[config.mk]
export PLATFORM = sky130hd
export DESIGN_NAME = hlr_cell
export DESIGN_NICKNAME = d
export VERILOG_FILES = /design/src/hw/rtl/hop_limited_reachability_defines.svh /design/src/hw/rtl/hlr_pkg.sv /design/src/hw/rtl/hlr_cell.sv
export SDC_FILE = /design/constraint.sdc
export NUM_CORES = 1
export LEC_CHECK = 0
export BUFFER_PORTS_ARGS = -buffer_cell sky130_fd_sc_hd__clkbuf_2
export CAP_MARGIN = 15
export CORE_UTILIZATION = 48
export CTS_CLUSTER_DIAMETER = 40
export DETAILED_ROUTE_END_ITERATION = 10
export HOLD_SLACK_MARGIN = 0.1
export PLACE_DENSITY = 0.75
export SYNTH_ARGS = -nofsm -noshare
export SYNTH_HDL_FRONTEND = slang
export SYNTH_SLANG_ARGS = --single-unit
export TNS_END_PERCENT = 5
[constraint.sdc]
create_clock -name i_clk -period 1.6 [get_ports i_clk]
set_input_delay 0.24 -clock i_clk [delete_from_list [all_inputs] [get_ports i_clk]]
set_output_delay 0.24 -clock i_clk [all_outputs]
set_load 0.05 [all_outputs]
[src/hw/rtl/hop_limited_reachability_defines.svh]
// Assertion macros shared by the reachability block.
`ifndef HOP_LIMITED_REACHABILITY_DEFINES_SVH
`define HOP_LIMITED_REACHABILITY_DEFINES_SVH

// Checks that a condition holds at every clock edge outside reset.
`define HLR_ASSERT_ALWAYS(lbl, cond, msg) \
    lbl: assert property (@(posedge i_clk) disable iff (!i_rst_n) (cond)) else $error(msg);

// Checks that a trigger is followed by a consequence in the following cycle.
`define HLR_ASSERT_NEXT(lbl, trig, cons, msg) \
    lbl: assert property (@(posedge i_clk) disable iff (!i_rst_n) (trig) |=> (cons)) \
        else $error(msg);

`endif

[src/hw/rtl/hlr_pkg.sv]
package hlr_pkg;

    localparam int NODE_W  = 6;
    localparam int LIMIT_W = 16;
    localparam int MASK_W  = 64;
    localparam int COUNT_W = 7;

    localparam logic FUNC_STOP  = 1'b0;
    localparam logic FUNC_QUERY = 1'b1;

    typedef struct packed {
        logic               func;
        logic [NODE_W-1:0]  node;
        logic               line_start;
        logic [LIMIT_W-1:0] hop_limit;
    } t_req;

    typedef struct packed {
        logic [MASK_W-1:0]  reached_mask;
        logic [COUNT_W-1:0] reached_count;
    } t_rsp;

    // Undirected link request broadcast to every row cell.
    typedef struct packed {
        logic              valid;
        logic [NODE_W-1:0] a;
        logic [NODE_W-1:0] b;
    } t_link;

endpackage

[src/hw/rtl/hlr_cell.sv]
module hlr_cell #(
    parameter int NODES = 64,
    parameter int INDEX = 0
) (
    input  logic           i_clk,
    input  logic           i_rst_n,
    input  hlr_pkg::t_link i_link,
    input  logic [NODES-1:0] i_frontier,
    output logic           o_hit
);
    import hlr_pkg::*;

    localparam int IDX_W = $clog2(NODES);

    logic [NODES-1:0] r_row;
    logic [NODES-1:0] n_row;

    // The matrix is symmetric, so this row also serves as this node's column.
    always_comb begin
        n_row = r_row;
        if (i_link.valid) begin
            if (i_link.a == NODE_W'(INDEX)) begin
                n_row[i_link.b[IDX_W-1:0]] = 1'b1;
            end
            if (i_link.b == NODE_W'(INDEX)) begin
                n_row[i_link.a[IDX_W-1:0]] = 1'b1;
            end
        end
    end

    always_ff @(posedge i_clk) begin
        if (!i_rst_n) begin
            r_row <= '0;
        end else begin
            r_row <= n_row;
        end
    end

    assign o_hit = |(r_row & i_frontier);

endmodule

==> metrics.md <==
| Metric | Value |
|---|---|
| Clock sink count | 64 |
| Max FFs per register | 64 |
| CTS buffer count | 9 |
| Most common cell in the netlist | dfxtp_1 |
| Port bufs | 79 |
| Largest registers | r_row: 64 flops |
| Vias in the first global route | 3500 |
| Final worst-path cycle share | 1.456 |
| Initial antenna violation count | 0 |
| CTS tree | done |
| Layout cell share with drive strength beyond 1 | 0.4059 |
| Largest net degree at the start of global routing | 30 |
| Seq. cell area | 1282 µm² |
| Multi-input gate area | 1847 µm² |
| Pre-CTS WS | -535.1 ps |
| Peak VDD IR | 0.0005581 V |
| Design area | 4456 µm² |
| Pwr Total | 3.425 mW |
| GRT Total Usage | 0.3425 |
| Die H | 83.71 µm |
| Area grow syn2layout | 39.05% |
| Synth area leader | dfxtp_1 |
| WS Path Type | reg2out |
| Final min period | 2330 ps |
| Max clock buf depth | 2 |
| Top post-synthesis cells by count | dfxtp_1 (64), nand2_1 (40), a22oi_1 (29), o21ai_0 (27), clkbuf_1 (17) |
| Worst Path Arrival | 2090 ps |
| Worst skew pair latency | 350 ps |
| Iteration-0 DRC Markers | 455 |
| Worst hold margin | 282.3 ps |
| Initial Utilization | 0.5018 |
| Worst clock skew | 0 ps |
| Mean Syn Cell Area | 8.779 µm² |
| Io pins | 80 |
| Slowest stage delay, CP | 470 ps |
| Power per cell area | 768.6 nW/µm² |
| FP Rows | 29 |
| Crit path cell chain | a22o_1 -> a221oi_2 -> nand4_1 -> or4_4 -> clkbuf_16 |
| Via count | 3739 |
| #FFs+latches synth | 64 |
| HPWL Detailed | 9.166 mm |
| Worst setup SP type | flip-flop |
| Failing checks | setup timing |
| 1st-pass router iterations | 8 |
| Post-DP Area | 4210 µm² |
| WL/cell | 20.43 µm |
| Area fraction of the dominant cell type after synthesis | 0.3998 |
| Max Freq | 429.2 MHz |
| Biggest register | r_row |
| Reg clk slew, reported paths | 70 ps |
| Nets | 585 |
| Leakage | 1.788 nW |
| Post-synth ARST share | 0 |
| RePlAce Congestion | 0.9438 |
| Die footprint | 7007 µm² |
| H-tree depth | 3 |
| Final Max Tran Viols | 0 |
| Status | complete, but fails checks |
| Top post-synthesis cells by area | dfxtp_1 (40%), a22oi_1 (6.8%), nand2_1 (4.7%) |
| DRC violation count after routing | 0 |
| Final setup margin | -729.8 ps |
| CP max-delay cell | or4_4 |
| Max-cap violations | 0 |
| Die W | 83.71 µm |
| Total congestion overflow | 0 |
| Syn Nets | 444 |
| Worst-margin pin slew | 504.7 ps |
| Final hold vios | 0 |
| Routed Antenna Nets | 0 |
| Top FF cell, synth | dfxtp_1 |
| RSZ-0062 raised after global routing | true |
| Worst Hold Class | in2reg |
| Post-synth EDFFs | 0 |
| Worst setup EP type | output port |
| Final WL | 11.99 mm |
| Global-route wire length before repair | 18.15 mm |
| Antenna cells | 0 |
| Synth warnings | 0 |
| Area of the mapped netlist | 3204 µm² |
| Synth unique cells | 46 |
| Post-CTS Hold Fix Bufs | 0 |
| CP max FO | 2 |
| Worst EP required | 1360 ps |
| DR vias/cell | 6.370 |
| Seq/Total Area, Yosys | 0.3998 |
| Util after Layout | 0.6977 |
| Synth Instances | 365 |
| Clock root buffer | clkbuf_8 |
| Setup violations, final | 1 |
| Slew margin rel. | 0.6632 |
| Core area | 6386 µm² |
| Fillers | 544 |
==> what timing repair did <==
item                                    in CTS  in global routing
cloned                                       0                  0
buffers inserted                             0                  0
endpoints found under the setup margin       1                  3
hold endpoints to repair                     0                  0
pin swaps                                    2                  1
gates resized for setup                      6                  1
==> layout make-up <==
class	count	share of cell area
Tap cell	77	0.02162
Clock inverter	2	0.008425
Sequential cell	64	0.2878
Clock buffer	13	0.03791
Inverter	4	0.003370
Multi-Input combinational cell	269	0.4145
Timing Repair Buffer	158	0.2263
==> kinds of logic after synthesis <==
family | Yosys count | share of synthesized area
AO/OA/AOI/OAI | 140 | 0.3120
buffers and inverters | 32 | 0.04607
flip-flops | 64 | 0.3998
AND/OR/NAND/NOR | 128 | 0.2394
XOR/XNOR | 1 | 0.002734
==> critical path: cells and delay by family, from the launching register on <==
family          cells  cell delay, ps
simple gates        2             670
flops               1             320
buf+inv             1             190
compound gates      2             560
==> final timing paths <==
path,start,end,slack [ps],cells past startpoint
worst min-delay path,i_link[12],r_row[33],280,3
worst max register to register,r_row[11],r_row[11],730,3
worst max-delay path,r_row[5],o_hit,-730,5
worst min register to register,r_row[58],r_row[58],450,2
==> routing by layer <==
layer	GRT usage	wire (µm)
met1	0.4333	4813
met2	0.5588	5531
met3	0.06231	1121
met4	0.1726	524
met5	0	0
==> stage by stage <==
step,setup TNS (ps),cells
finish,-729.8,587
global route,-734.1,587
CTS,-686.7,587
detailed placement,-10250,572
global placement,-8701,572
floorplan,-204.7,365
==> where the power goes <==
| group | switching, mW | internal [mW] | total, mW |
|---|---|---|---|
| Sequential | 0.000501 | 1.59 | 1.59 |
| Combinational | 0.195 | 0.150 | 0.345 |
| Clock | 0.646 | 0.840 | 1.49 |
| Total | 0.842 | 2.58 | 3.42 |
==> cell usage in the layout, fill, tap and decap left out, types with 10 or more instances in the layout <==
cell type	netlist	routed
buf_4	1	79
clkbuf_8	0	12
o21ai_0	27	27
a221oi_2	0	10
o221ai_1	12	12
clkbuf_2	0	78
dfxtp_1	64	63
a22oi_1	29	29
nand2_1	40	40
nor2_1	16	16
a22o_1	16	16
nand3_1	14	14
o22ai_1	11	11
(Power assumes the default switching activity.)
